**src/design/rpip_pkg.sv**
```systemverilog
// Types and character constants shared by the radix-prefixed integer parser.
`timescale 1ns / 1ps

package rpip_pkg;

	typedef enum logic [1:0] {
		RADIX_DEC = 2'd0,
		RADIX_BIN = 2'd1,
		RADIX_OCT = 2'd2,
		RADIX_HEX = 2'd3
	} radix_t;

	localparam logic [7:0] CH_ZERO  = 8'h30;
	localparam logic [7:0] CH_NINE  = 8'h39;
	localparam logic [7:0] CH_LO_A  = 8'h61;
	localparam logic [7:0] CH_LO_F  = 8'h66;
	localparam logic [7:0] CH_UP_A  = 8'h41;
	localparam logic [7:0] CH_UP_F  = 8'h46;
	localparam logic [7:0] CH_LO_B  = 8'h62;
	localparam logic [7:0] CH_UP_B  = 8'h42;
	localparam logic [7:0] CH_LO_X  = 8'h78;
	localparam logic [7:0] CH_UP_X  = 8'h58;
	localparam logic [3:0] LETTER_BASE = 4'd10;
	localparam logic [7:0] PREFIX_MIN_LEN = 8'd2;

	typedef struct packed {
		logic [63:0] value;
		logic        bad_digit;
		radix_t      radix;
		logic        prefix_pending;
	} acc_result_t;

endpackage

```
**src/design/rpip_digit.sv**
```systemverilog
// Character to digit decode and validity check against the current radix.
`timescale 1ns / 1ps

module rpip_digit (
	input  logic [7:0]      ch,
	input  rpip_pkg::radix_t radix,
	output logic [3:0]      digit,
	output logic            ok
);

	logic [7:0] off;
	logic [4:0] base;
	logic       is_dec;
	logic       is_lo;
	logic       is_up;

	always_comb begin
		is_dec = (ch >= rpip_pkg::CH_ZERO) && (ch <= rpip_pkg::CH_NINE);
		is_lo  = (ch >= rpip_pkg::CH_LO_A) && (ch <= rpip_pkg::CH_LO_F);
		is_up  = (ch >= rpip_pkg::CH_UP_A) && (ch <= rpip_pkg::CH_UP_F);
		case (radix)
			rpip_pkg::RADIX_BIN: base = 5'd2;
			rpip_pkg::RADIX_OCT: base = 5'd8;
			rpip_pkg::RADIX_HEX: base = 5'd16;
			default:             base = 5'd10;
		endcase
		if (is_dec) begin
			off   = ch - rpip_pkg::CH_ZERO;
			digit = off[3:0];
		end else if (is_lo) begin
			off   = ch - rpip_pkg::CH_LO_A;
			digit = off[3:0] + rpip_pkg::LETTER_BASE;
		end else if (is_up) begin
			off   = ch - rpip_pkg::CH_UP_A;
			digit = off[3:0] + rpip_pkg::LETTER_BASE;
		end else begin
			off   = 8'd0;
			digit = 4'd0;
		end
		ok = (is_dec || ((is_lo || is_up) && radix == rpip_pkg::RADIX_HEX))
			&& ({1'b0, digit} < base);
	end

endmodule

```
**src/design/rpip_acc.sv**
```systemverilog
// Literal state: prefix detection, radix selection and the wrapping accumulator.
`timescale 1ns / 1ps

module rpip_acc #(
	parameter int MAX_TEXT_LENGTH = 255
) (
	input  logic                   clk,
	input  logic                   arst_n,
	input  logic                   step,
	input  logic [7:0]             ch,
	input  logic [7:0]             text_length,
	input  logic                   last_char,
	output rpip_pkg::acc_result_t  res
);

	localparam int PosW = $clog2(MAX_TEXT_LENGTH + 1);
	localparam logic [PosW-1:0] PosMax = PosW'(MAX_TEXT_LENGTH);

	logic [PosW-1:0]  pos_q;
	rpip_pkg::radix_t radix_q;
	logic [63:0]      acc_q;
	logic             err_q;
	logic             pend_q;

	rpip_pkg::radix_t radix_d;
	logic             pend_d;
	logic             take;
	logic [3:0]       digit;
	logic             ok;
	logic [63:0]      scaled;

	rpip_digit u_digit (
		.ch    (ch),
		.radix (radix_d),
		.digit (digit),
		.ok    (ok)
	);

	always_comb begin
		radix_d = radix_q;
		pend_d  = pend_q;
		take    = 1'b1;
		if (pos_q == '0) begin
			if (text_length > rpip_pkg::PREFIX_MIN_LEN && ch == rpip_pkg::CH_ZERO) begin
				pend_d  = 1'b1;
				radix_d = rpip_pkg::RADIX_OCT;
				take    = 1'b0;
			end else begin
				radix_d = rpip_pkg::RADIX_DEC;
			end
		end else if (pend_q) begin
			pend_d = 1'b0;
			if (ch == rpip_pkg::CH_LO_B || ch == rpip_pkg::CH_UP_B) begin
				radix_d = rpip_pkg::RADIX_BIN;
				take    = 1'b0;
			end else if (ch == rpip_pkg::CH_LO_X || ch == rpip_pkg::CH_UP_X) begin
				radix_d = rpip_pkg::RADIX_HEX;
				take    = 1'b0;
			end else begin
				radix_d = rpip_pkg::RADIX_OCT;
			end
		end
		case (radix_d)
			rpip_pkg::RADIX_BIN: scaled = {acc_q[62:0], 1'b0};
			rpip_pkg::RADIX_OCT: scaled = {acc_q[60:0], 3'b000};
			rpip_pkg::RADIX_HEX: scaled = {acc_q[59:0], 4'b0000};
			default:             scaled = {acc_q[60:0], 3'b000} + {acc_q[62:0], 1'b0};
		endcase
		res.radix          = radix_d;
		res.prefix_pending = pend_d;
		res.value          = take ? scaled + {60'd0, (ok ? digit : 4'd0)} : acc_q;
		res.bad_digit      = err_q | (take & ~ok);
	end

	always_ff @(posedge clk or negedge arst_n) begin
		if (!arst_n) begin
			pos_q   <= '0;
			radix_q <= rpip_pkg::RADIX_DEC;
			acc_q   <= 64'd0;
			err_q   <= 1'b0;
			pend_q  <= 1'b0;
		end else if (step) begin
			if (last_char) begin
				pos_q   <= '0;
				radix_q <= rpip_pkg::RADIX_DEC;
				acc_q   <= 64'd0;
				err_q   <= 1'b0;
				pend_q  <= 1'b0;
			end else begin
				if (pos_q < PosMax)
					pos_q <= pos_q + 1'b1;
				radix_q <= radix_d;
				acc_q   <= res.value;
				err_q   <= res.bad_digit;
				pend_q  <= pend_d;
			end
		end
	end

endmodule

```
**src/design/radix_prefixed_integer_parser.sv**
```systemverilog
// Top level of the radix-prefixed integer parser: input word register, state, result register.
//  channel | dir | tdata                          | tuser / tlast
//  s_*     | in  | ch [7:0], text_length [15:8]   | tlast = last_char
//  m_*     | out | value [63:0]                   | tuser: bad_digit [0], radix_used [2:1]
// One character word per cycle unless a result stalls; a result passes both registers.
// The input register and the 64-bit multiply-add on the accumulator set the rate.
// Reset clears all literal state and both valid flags; no clearing pass.
// A stalled result holds the input register only when that register holds another last word.
`timescale 1ns / 1ps

module radix_prefixed_integer_parser #(
	parameter int MAX_TEXT_LENGTH = 255
) (
	input  logic        clk,
	input  logic        arst_n,
	input  logic        s_tvalid,
	output logic        s_tready,
	input  logic [15:0] s_tdata,   // ch [7:0], text_length [15:8]
	input  logic        s_tlast,
	output logic        m_tvalid,
	input  logic        m_tready,
	output logic [63:0] m_tdata,   // value [63:0]
	output logic [2:0]  m_tuser    // bad_digit [0], radix_used [2:1]
);

	logic        valid_s1;
	logic [7:0]  ch_s1;
	logic [7:0]  len_s1;
	logic        last_s1;
	logic        out_free;
	logic        adv;

	rpip_pkg::acc_result_t res;

	assign out_free = ~m_tvalid | m_tready;
	assign adv      = valid_s1 & (~last_s1 | out_free);
	assign s_tready = ~valid_s1 | adv;

	always_ff @(posedge clk or negedge arst_n) begin
		if (!arst_n) begin
			valid_s1 <= 1'b0;
		end else if (s_tready) begin
			valid_s1 <= s_tvalid;
		end
	end

	always_ff @(posedge clk) begin
		if (s_tready && s_tvalid) begin
			ch_s1   <= s_tdata[7:0];
			len_s1  <= s_tdata[15:8];
			last_s1 <= s_tlast;
		end
	end

	rpip_acc #(
		.MAX_TEXT_LENGTH (MAX_TEXT_LENGTH)
	) u_acc (
		.clk         (clk),
		.arst_n      (arst_n),
		.step        (adv),
		.ch          (ch_s1),
		.text_length (len_s1),
		.last_char   (last_s1),
		.res         (res)
	);

	always_ff @(posedge clk or negedge arst_n) begin
		if (!arst_n) begin
			m_tvalid <= 1'b0;
		end else if (adv && last_s1) begin
			m_tvalid <= 1'b1;
		end else if (m_tready) begin
			m_tvalid <= 1'b0;
		end
	end

	always_ff @(posedge clk) begin
		if (adv && last_s1) begin
			m_tdata <= res.value;
			m_tuser <= {res.radix, res.bad_digit};
		end
	end

	a_out_from_last: assert property (@(posedge clk) disable iff (!arst_n)
		$rose(m_tvalid) |-> $past(adv && last_s1))
		else $error("result raised without a last word");

	a_stall_only_on_last: assert property (@(posedge clk) disable iff (!arst_n)
		(valid_s1 && !adv) |-> (last_s1 && m_tvalid && !m_tready))
		else $error("input register held without a blocked result");

	a_pending_is_octal: assert property (@(posedge clk) disable iff (!arst_n)
		(adv && res.prefix_pending) |-> (res.radix == rpip_pkg::RADIX_OCT))
		else $error("prefix pending outside octal");

endmodule

```
**config.mk**
```make
export PLATFORM = sky130hd
export DESIGN_NAME = radix_prefixed_integer_parser
export DESIGN_NICKNAME = d
export VERILOG_FILES = /design/src/design/rpip_pkg.sv /design/src/design/rpip_digit.sv /design/src/design/rpip_acc.sv /design/src/design/radix_prefixed_integer_parser.sv
export SDC_FILE = /design/constraint.sdc
export NUM_CORES = 1
export LEC_CHECK = 0
export BUFFER_PORTS_ARGS = -buffer_cell sky130_fd_sc_hd__buf_2
export CORE_UTILIZATION = 65
export CTS_CLUSTER_DIAMETER = 30
export DETAILED_ROUTE_END_ITERATION = 10
export GPL_TIMING_DRIVEN = 1
export PLACE_DENSITY_LB_ADDON = 0.1
export SLEW_MARGIN = 30
export SYNTH_ARGS = -nofsm -noshare
export SYNTH_HDL_FRONTEND = slang
export SYNTH_SLANG_ARGS = --single-unit
```
**constraint.sdc**
```tcl
create_clock -name clk -period 15.7 [get_ports clk]
set_input_delay 3.925 -clock clk [delete_from_list [all_inputs] [get_ports clk]]
set_output_delay 3.925 -clock clk [all_outputs]
set_load 0.05 [all_outputs]
```
# Word-level counts from Yosys, hierarchy flattened
# Index checks and enable logic that the tools add are counted.
totals:
  regBits: 162
  inputBits: 21
  out_inout_bits: 69
classes:
  addsub: 8
  order_cmp: 9
  eq_ne: 9
  muxes: 27
  n_bitwise: 10
  n_reduce_logical: 17
op_table:
  columns: ["operator", "count"]
  rows:
  - ["case mux 64 bit (3 select lines)", 1]
  - ["two-way mux 64 bit", 2]
  - ["adder 64 x 4 -> 64 bit", 1]
  - ["adder 64 bit", 1]
  - ["equality test 8 x 7 -> 1 bit (second input constant)", 4]
  - ["greater-or-equal comparator 8 x 7 -> 1 bit (second input constant)", 2]
  - ["less-or-equal comparator 8 x 7 -> 1 bit (second input constant)", 2]
  - ["two-way mux 4 bit", 4]
  - ["two-way mux 8 bit", 2]
  - ["case mux 5 bit (3 select lines)", 1]
  - ["two-way mux 1 bit", 12]
  - ["subtractor 4 x 1 -> 4 bit (second input constant)", 3]
  - ["two-way mux 2 bit", 5]
  - ["adder 4 bit (second input constant)", 2]
  - ["adder 8 x 1 -> 8 bit (second input constant)", 1]
  - ["equality test 8 x 6 -> 1 bit (second input constant)", 1]
  - ["greater-or-equal comparator 8 x 6 -> 1 bit (second input constant)", 1]
  - ["greater-than comparator 8 x 2 -> 1 bit (second input constant)", 1]
  - ["less-or-equal comparator 8 x 6 -> 1 bit (second input constant)", 1]
  - ["logical AND 1 bit", 8]
  - ["logical NOT 8 bit", 1]
  - ["less-than comparator 8 bit (second input constant)", 1]
  - ["less-than comparator 4 x 5 -> 1 bit", 1]
  - ["equality test 2 bit (second input constant)", 2]
  - ["other kinds (8)", 20]

# Longest topological paths before layout
# Gate-level depths: netlist (run 1).
logic_depth:
  ltp_word: 14
  depth_mapped: 25
  depth_no_buf: 21

# Hierarchy
# From an unflattened synthesis (run 1), not the netlist that was laid out.
unflattened:
  cells_unflattened: 1808
  area_unflattened_um2: 14889.3
by_module_without_submodules:
  columns: ["mod", "n_inst", "cells_each", "area_per_inst_um2"]
  rows:
  - ["rpip_acc", 1, 1681, 12006.5]
  - ["radix_prefixed_integer_parser", 1, 94, 2628.8]
  - ["rpip_digit", 1, 33, 254.0]

# Worst setup path before layout (run 1)
# No wires, ideal clock.
synth_timing:
  path_type: "input-to-reg"
  start: "input port m_tready"
  end: "register u_acc.pos_q[5]"
  setup_time_ns: 0.106
  arrival_ns: 8.370
  slack_ns: 7.224
  path_stages: 6
  n_path_buf: 0
  path_cell_list: "or3_1 nand2_1 nor2_1 o2111ai_1 or3_1 a21oi_1"
synth_between:
  elab_chain_len: 4
synth_rtl:
  columns: ["element", "line_no", "text"]
  rows:
  - ["from (decl)", "radix_prefixed_integer_parser.sv:21", "input logic m_tready,"]
  - ["OR 1 bit", "radix_prefixed_integer_parser.sv:35", "assign out_free = ~m_tvalid | m_tready;"]
  - ["OR 1 bit", "radix_prefixed_integer_parser.sv:36", "assign adv = valid_s1 & (~last_s1 | out_free);"]
  - ["AND 1 bit", "radix_prefixed_integer_parser.sv:36", null]
  - ["AND reduction 2 bit (no source line)", null, null]
  - ["to (signal assigned)", "rpip_acc.sv:91", "pos_q <= pos_q + 1'b1;"]
  - ["to (decl)", "rpip_acc.sv:19", "logic [PosW-1:0] pos_q;"]
# Every way passes these cells.
# A chain may end at the register's enable or synchronous reset.

# Final worst setup path (run 1)
layout_timing:
  start: "input port m_tready"
  end: "output port s_tready"
layout_between:
  elab_chain_len: 4
layout_rtl:
  columns: ["element", "line_no", "text"]
  rows:
  - ["OR 1 bit", "radix_prefixed_integer_parser.sv:35", null]
  - ["OR 1 bit", "radix_prefixed_integer_parser.sv:36", null]
  - ["AND 1 bit", "radix_prefixed_integer_parser.sv:36", null]
  - ["OR 1 bit", "radix_prefixed_integer_parser.sv:37", "assign s_tready = ~valid_s1 | adv;"]
  - ["to (decl)", "radix_prefixed_integer_parser.sv:17", "output logic s_tready,"]
# Every way passes these cells.

==> impl_results.md, run 1 <==
* Slowest stage cell on the critical path: sky130_fd_sc_hd__buf_2
* Critical path class: primary input to primary output
* Count of flip-flops with a built-in enable after synthesis at 84
* Yosys top cell area share at 0.176
* Horizontal extent of the die at 151 um
* Classification of the worst-slack hold path: flop to flop
* Required time of the critical path at 11.77 ns
* Proportion of synthesized chip area in sequential cells at 0.311
* Critical path, cell by cell: buf_2 -> nand4b_1 -> buf_2
* Relative max-transition margin at 0.306
* Reported max-cap violation count at 0
* Primary flip-flop cell chosen by synthesis mapping: sky130_fd_sc_hd__edfxtp_1
* Average instance area after synthesis at 8.19 um2
* Total routing resource utilization after global routing at 0.399
* Maximum number of pins on one net before global-route repair at 80
* Period utilisation layout at 0.536
* Synth Cell Area at 14400 um2
* Vias at 14400
* Critical Path Fanout Max at 3
* Buf+Inv Stages, Crit Path at 2
* Most frequent cells after synthesis: sky130_fd_sc_hd__nand2_1, sky130_fd_sc_hd__nor2_1, sky130_fd_sc_hd__o21ai_0, sky130_fd_sc_hd__a21oi_1, sky130_fd_sc_hd__edfxtp_1
* Layout cells sized above 1 at 0.116
* Number of standard cells after synthesis at 1755
* FILL cells at ~1700
* Total grt overflow at 0
* Number of diodes added for antenna fixing at 0
* Share of async-settable or async-resettable flops after synthesis at 0.481
* Combined area of the multi-input logic cells at 9380 um2
* Crit Reg-Reg Startpoint: u_acc.pos_q[0]$_DFFE_PN0P_
* Insertion delay of the later-clocked pin in the worst-skew pair at ~0.45 ns
* Setup-failing EPs final at 0
* Signal arrival time at the worst endpoint at 4.49 ns
* Global-route wire length before repair at approximately 71 mm
* Die area at 22700 um2
* Relative area change from synthesis to final layout at 8.58%
* Final wirelength at approximately 45 mm
* Via count of the first global-routing pass at 13400
* Number of antenna violations at the first check in global routing at 0
* Tightest Pin Transition at 1.04 ns
* Hold Path Stages at 2
* Slowest cell delay on critical path at 0.25 ns
* Clk pin slew, worst setup/hold paths at ~0.080 ns
* Launching element type of the critical path: primary input
* Leakage at 6.12 nW
* CP dominant cell by count: sky130_fd_sc_hd__buf_2
* Worst VDD drop at about 60 uV
* Final Total Pwr at 0.00127 W
* # H-tree levels at 4
* Root Driver: sky130_fd_sc_hd__clkbuf_16
* Via density at 6.91
* PwrDens at 81.5 nW/um2
* Launch point of the worst hold path: u_acc.acc_q[63]$_DFFE_PN0P_
* Worst path top cell family by delay: buffers and inverters
* Aggregate negative setup slack at 0 ns
* Count of synthesis-stage warnings from yosys at 0
* Wire per inst at 21.4 um
* Most repeated cell in the gate-level netlist after synthesis: sky130_fd_sc_hd__nand2_1
* Worst Hold End: u_acc.acc_q[63]$_DFFE_PN0P_
* Clock Sinks at around 160
* Core Rows at 54
* 1st-iter DRT viols at between 1000 and 1500
* Final net count at 1881
* Number of clock buffers inserted by TritonCTS at 17
* Highest clock frequency the design can meet at 119 MHz
* Number of failing hold endpoints at the final stage at 0
* Maximum clock insertion buffer count at 2
* DRC violation count after routing at 0
* Post-synth cell types at 97
* Detailed placer's ending HPWL at approximately 32 mm
* Drt first pass iters at 6
* Synth area leader: sky130_fd_sc_hd__edfxtp_1
* Worst clock skew at roughly 0.017 ns
* Routability cong. at 0.991
* Post-CTS sizing at 0
* Number of buffers added to fix hold violations after cts at 0
* Standard cell core area at approximately 22000 um2
* Total area of sequential cells at 4470 um2
* Largest cells by area after synthesis: sky130_fd_sc_hd__edfxtp_1, sky130_fd_sc_hd__dfrtp_1, sky130_fd_sc_hd__nand2_1
* Final count of pins violating max slew at 0
* Remaining antenna violation count after routing at 0
* Setup repair after global routing missed its margin: no
* Endpoint of the worst register-to-register path: m_tdata[47]$_DFFE_PP_
* IO buf count at 89
* Post CTS Setup Buffer Count at 0
* Status: completed
* Ports at 90
* Vert. Die Dim at roughly 150 um
* Synthesized Nets at ~1800
* Worst reg-to-reg path cell count at 20
* Shortest clock period the worst path allows after layout at 8.42 ns
* Crit. End Element: primary output
* Effective utilization at floorplan at 0.660
* FF-to-FF setup slack at 8.71 ns
* TritonCTS clock tree: yes
* Flip-flop and latch count after synthesis at 162
## layer usage
metal,global-route usage,wire (um),vias up
met3,0.0752,3930,157
met4,0.175,1740,0
li1,-,-,6672
met2,0.664,20800,803
met1,0.504,18100,6741
met5,0,0,-
## stage by stage
step | std cells | hold slack [ns] | worst slack (ns) | utilization | instance area, um2
after floorplan | 1755 | 0.489 | 7.22 | - | 14400
after global placement | 2046 | 0.519 | 7.31 | 0.686 | 14900
after detailed placement | 2046 | 0.519 | 7.30 | 0.686 | 14900
after CTS | 2078 | 0.548 | 7.30 | 0.714 | 15500
after global routing | 2080 | 0.574 | 7.26 | 0.717 | 15600
final | 2080 | 0.550 | 7.28 | 0.717 | 15600
## cell usage in the layout (no fill, tap or decap), types with 10 or more instances in the layout
| master | count |
|---|---|
| sky130_fd_sc_hd__a31oi_1 | 18 |
| sky130_fd_sc_hd__a21oi_1 | 124 |
| sky130_fd_sc_hd__o211ai_1 | 18 |
| sky130_fd_sc_hd__nor3_1 | 55 |
| sky130_fd_sc_hd__buf_4 | 20 |
| sky130_fd_sc_hd__a221oi_1 | 10 |
| sky130_fd_sc_hd__o31ai_1 | 10 |
| sky130_fd_sc_hd__xor2_1 | 38 |
| sky130_fd_sc_hd__a21o_1 | 18 |
| sky130_fd_sc_hd__nand4_1 | 40 |
| sky130_fd_sc_hd__xnor2_1 | 41 |
| sky130_fd_sc_hd__nand3_1 | 59 |
| sky130_fd_sc_hd__clkbuf_16 | 17 |
| sky130_fd_sc_hd__and3_1 | 16 |
| sky130_fd_sc_hd__edfxtp_1 | 84 |
| sky130_fd_sc_hd__a22oi_1 | 15 |
| sky130_fd_sc_hd__a22o_1 | 31 |
| sky130_fd_sc_hd__and2_1 | 16 |
| sky130_fd_sc_hd__nor2_1 | 147 |
| sky130_fd_sc_hd__or3_1 | 26 |
| sky130_fd_sc_hd__o21ai_0 | 146 |
| sky130_fd_sc_hd__a221o_1 | 10 |
| sky130_fd_sc_hd__nand2b_1 | 15 |
| sky130_fd_sc_hd__mux2i_1 | 37 |
| sky130_fd_sc_hd__nand2_1 | 266 |
| sky130_fd_sc_hd__o22ai_1 | 11 |
| sky130_fd_sc_hd__a211oi_1 | 15 |
| sky130_fd_sc_hd__o21a_1 | 11 |
| sky130_fd_sc_hd__buf_2 | 88 |
| sky130_fd_sc_hd__dfrtp_1 | 78 |
| sky130_fd_sc_hd__o21bai_1 | 10 |
| sky130_fd_sc_hd__inv_1 | 32 |
| sky130_fd_sc_hd__ha_1 | 71 |
| sky130_fd_sc_hd__nor4_1 | 13 |
## how the worst max path moves through the flow
stage,start,to,slack (ns),cells past startpoint
floorplan,m_tready,u_acc.pos_q[5]$_DFFE_PN0P_,7.22,6
global placement,m_tready,s_tready,7.31,3
detailed placement,m_tready,s_tready,7.30,3
CTS,m_tready,s_tready,7.30,3
global route,m_tready,s_tready,7.26,3
finish,m_tready,s_tready,7.28,3
## report_power, final
group / switching (W) / internal, W
registers: 0.0000333 / 0.000484
clock network: 0.000230 / 0.000221
logic: 0.000204 / 0.0000994
total: 0.000468 / 0.000804
## cells by family (layout without fill, tap and decap cells)
group / after synthesis / after routing / synth area share
buffers and inverters: 131 / 176 / 0.0388
XOR/XNOR: 79 / 79 / 0.0482
flip-flops: 162 / 162 / 0.311
adder cells (fa/ha/maj): 73 / 73 / 0.0646
multiplexers: 52 / 52 / 0.0438
AND/OR/NAND/NOR: 725 / 725 / 0.250
AO/OA/AOI/OAI: 533 / 533 / 0.243
## sequential cells by signal (all words and copies together), names as in the netlist
| register | count |
|---|---|
| ch_s1 | 8 |
| last_s1 | 1 |
| len_s1 | 8 |
| m_tdata | 64 |
| m_tuser | 3 |
| m_tvalid | 1 |
| u_acc.acc_q | 64 |
| u_acc.err_q | 1 |
| u_acc.pend_q | 1 |
| u_acc.pos_q | 8 |
| u_acc.radix_q | 2 |
| valid_s1 | 1 |
## worst reg2reg max path: cells and delay by family, from the launching register on
family          cells  cell delay, ns
simple gates        7            2.72
compound gates      5            1.38
buf+inv             3            0.98
fa+ha+maj           4            0.93
flops               1            0.42
xor+xnor            1            0.26
## area by class of cell
class	count	share of cell area
clock buffers	17	0.0273
clock inverters	15	0.0124
inverters	34	0.00818
multi-input cells	1462	0.601
flip-flops and latches	162	0.287
well taps	280	0.0225
repair buffers	110	0.0414
Power figures use the tool's default switching activity.
==> run 2: changes to the inputs <==
--- a/config.mk
+++ b/config.mk
@@ -6,7 +6,7 @@
 export NUM_CORES = 1
 export LEC_CHECK = 0
 export BUFFER_PORTS_ARGS = -buffer_cell sky130_fd_sc_hd__buf_2
-export CORE_UTILIZATION = 65
+export CORE_UTILIZATION = 57
 export CTS_CLUSTER_DIAMETER = 30
 export DETAILED_ROUTE_END_ITERATION = 10
 export GPL_TIMING_DRIVEN = 1
==> constraint.sdc (replaced) <==
create_clock -name clk -period 7.34 [get_ports clk]
set_input_delay 1.835 -clock clk [delete_from_list [all_inputs] [get_ports clk]]
set_output_delay 1.835 -clock clk [all_outputs]
set_load 0.05 [all_outputs]
==> impl_results.md, run 2 (synthesis gave the netlist of run 1 again) <==
* Insertion delay of the later-clocked pin in the worst-skew pair at 0.44 ns (about the same)
* Ports at 90 (unchanged)
* Combinational share of power at 0.250 (+0.011)
* Post CTS Setup Buffer Count at 0 (unchanged)
* Relative max-transition margin at 0.332 (+0.0258)
* Classification of the worst-slack hold path: flop to flop
* Fraction of power spent switching nets at 0.362 (-0.00619)
* Final net count at 1883 (+0.11%)
* Vert. Die Dim at 161 um (+6.7%)
* Critical path origin: u_acc.pos_q[0]$_DFFE_PN0P_
* Critical path class: flop to flop
* Internal Pwr Total at 0.00170 W (+110%)
* Clk pin slew, worst setup/hold paths at 0.08 ns (about the same)
* Reported max-cap violation count at 0 (unchanged)
* Via density at 6.77 (-2.1%)
* Root Driver: sky130_fd_sc_hd__clkbuf_16
* Number of buffers added to fix hold violations after cts at 0 (unchanged)
* Detailed placer's ending HPWL at 33.9 mm (+7.3%)
* Number of diodes added for antenna fixing at 0 (unchanged)
* Setup-failing EPs final at 0 (unchanged)
* Vias at 14400 (+0.11%)
* Maximum clock insertion buffer count at 2 (unchanged)
* Total grt overflow at 0 (unchanged)
* 1st-iter DRT viols at 1576 (+11%)
* Final wirelength at 47.1 mm (+5.8%)
* Number of failing hold endpoints at the final stage at 0 (unchanged)
* Aggregate negative setup slack at 0 ns (unchanged)
* Standard cell core area at 24500 um2 (+13%)
* Launch point of the worst hold path: u_acc.acc_q[63]$_DFFE_PN0P_
* Final count of pins violating max slew at 0 (unchanged)
* Shortest clock period the worst path allows after layout at 6.40 ns
* Crit. End Element: flop
* DRC violation count after routing at 0 (unchanged)
* Critical Path Fanout Max at 29 (+26)
* Routability cong. at 0.985 (-0.67%)
* Relative area change from synthesis to final layout at 8.58% (unchanged)
* Leading registers by flop count: m_tdata x64, u_acc.acc_q x64
* Highest clock frequency the design can meet at ~160 MHz
* Via count of the first global-routing pass at 13200 (-1.8%)
* Layout cells sized above 1 at 0.117 (+0.00154)
* Worst VDD drop at 136 uV (+130%)
* Tightest Pin Transition at 1.00 ns (-0.0369 ns)
* Signal arrival time at the worst endpoint at 6.55 ns (+2.06 ns)
* Number of antenna violations at the first check in global routing at 0 (unchanged)
* Core Rows at 57 (+5.6%)
* Required time of the critical path at 7.49 ns (-4.28 ns)
* Clock Sinks at 162 (unchanged)
* IO buf count at 89 (unchanged)
* Worst clock skew at 0.0175 ns (+0.000229 ns)
* Clock network power share at 0.332 (-0.023)
* Post-CTS sizing at 0 (unchanged)
* Sequential power share at 0.418 (+0.011)
* # H-tree levels at 4 (unchanged)
* Drt first pass iters at 9 (+3)
* Maximum number of pins on one net before global-route repair at 75 (-6.3%)
* Period utilisation layout at 0.872
* Number of clock buffers inserted by TritonCTS at 17 (unchanged)
* Most frequent standard cell in the layout excluding fill and tap cells: sky130_fd_sc_hd__nand2_1
* Leading cell types in the layout, fill and taps excluded: sky130_fd_sc_hd__nand2_1, sky130_fd_sc_hd__nor2_1, sky130_fd_sc_hd__o21ai_0
* Global-route wire length before repair at 74.1 mm (+5.1%)
* Wire per inst at 22.2 um (+3.5%)
* Die area at 25800 um2 (+14%)
* Effective utilization at floorplan at 0.586 (-0.0748)
* Switching pwr at 0.000961 W (+110%)
* Horizontal extent of the die at 161 um (+6.7%)
* Launching element type of the critical path: flop
* PwrDens at 170 nW/um2 (+110%)
* TritonCTS clock tree: yes
* Crit Reg-Reg Startpoint: u_acc.pos_q[0]$_DFFE_PN0P_
* Total routing resource utilization after global routing at 0.365 (-0.0345)
* Final Total Pwr at 0.00266 W (+110%)
* Setup repair after global routing missed its margin: no
* Remaining antenna violation count after routing at 0 (unchanged)
* Status: completed
* Leakage at 6.08 nW (-0.69%)
run 2: per-stage QoR:
step	setup slack (ns)	utilization	hold WS [ns]	cell area, um2	std cells
finish	0.939	0.636	0.556	15600	2126
global route	0.635	0.636	0.575	15600	2126
CTS	1.12	0.635	0.558	15600	2126
global placement	1.30	0.612	0.519	15000	2093
floorplan	0.954	-	0.489	14400	1755
detailed placement	1.13	0.613	0.536	15000	2094
run 2: critical path, stage by stage (launching register included):
cell and delay, ns:
sky130_fd_sc_hd__dfrtp_1 0.43, sky130_fd_sc_hd__inv_1 0.08, sky130_fd_sc_hd__ha_1 0.13, sky130_fd_sc_hd__or3b_2 0.49
sky130_fd_sc_hd__or2_1 0.36, sky130_fd_sc_hd__mux2i_4 0.59, sky130_fd_sc_hd__inv_2 0.37, sky130_fd_sc_hd__nor2_4 0.19
sky130_fd_sc_hd__buf_4 0.38, sky130_fd_sc_hd__a221oi_1 0.18, sky130_fd_sc_hd__or2_1 0.32, sky130_fd_sc_hd__or4b_1 0.70
sky130_fd_sc_hd__nor3b_1 0.52, sky130_fd_sc_hd__nand4_1 0.60, sky130_fd_sc_hd__nor4_1 0.44, sky130_fd_sc_hd__xor2_1 0.21
sky130_fd_sc_hd__o21ai_0 0.11
run 2: area by class of cell:
| type | instances | area (um2) |
|---|---|---|
| repair buffers | 112 | 644 |
| well taps | 324 | 405 |
| fillers | 2201 | 8930 |
| inverters | 34 | 128 |
| multi-input cells | 1462 | 9400 |
| flip-flops and latches | 162 | 4470 |
| clock buffers | 19 | 433 |
| clock inverters | 13 | 114 |
run 2: worst paths after layout:
kind	end	slack, ns	cells after the start
worst max-delay path	m_tdata[47]$_DFFE_PP_	0.94	16
worst min-delay path	u_acc.acc_q[63]$_DFFE_PN0P_	0.56	2
worst max register to register	m_tdata[47]$_DFFE_PP_	0.94	16
worst min register to register	u_acc.acc_q[63]$_DFFE_PN0P_	0.56	2
max in group asynchronous	u_acc.acc_q[56]$_DFFE_PN0P_	4.86	2
min in group asynchronous	u_acc.acc_q[19]$_DFFE_PN0P_	1.33	1
run 2: routing by layer:
layer / share of wire / vias up / global-route usage
met5: 0 / - / 0
met4: 0.024 / 0 / 0.117
met3: 0.10 / 90 / 0.0573
met2: 0.44 / 802 / 0.548
met1: 0.44 / 6805 / 0.535
li1: - / 6692 / -
run 2: power groups by stage:
| stage | Sequential [W] | Clock, W | Combinational (W) |
|---|---|---|---|
| floorplan | 0.00120 | 0 | 0.000393 |
| global placement | 0.00113 | 0 | 0.000634 |
| detailed placement | 0.00113 | 0 | 0.000649 |
| CTS | 0.00111 | 0.000890 | 0.000652 |
| global route | 0.00112 | 0.000922 | 0.000717 |
| finish | 0.00111 | 0.000882 | 0.000663 |
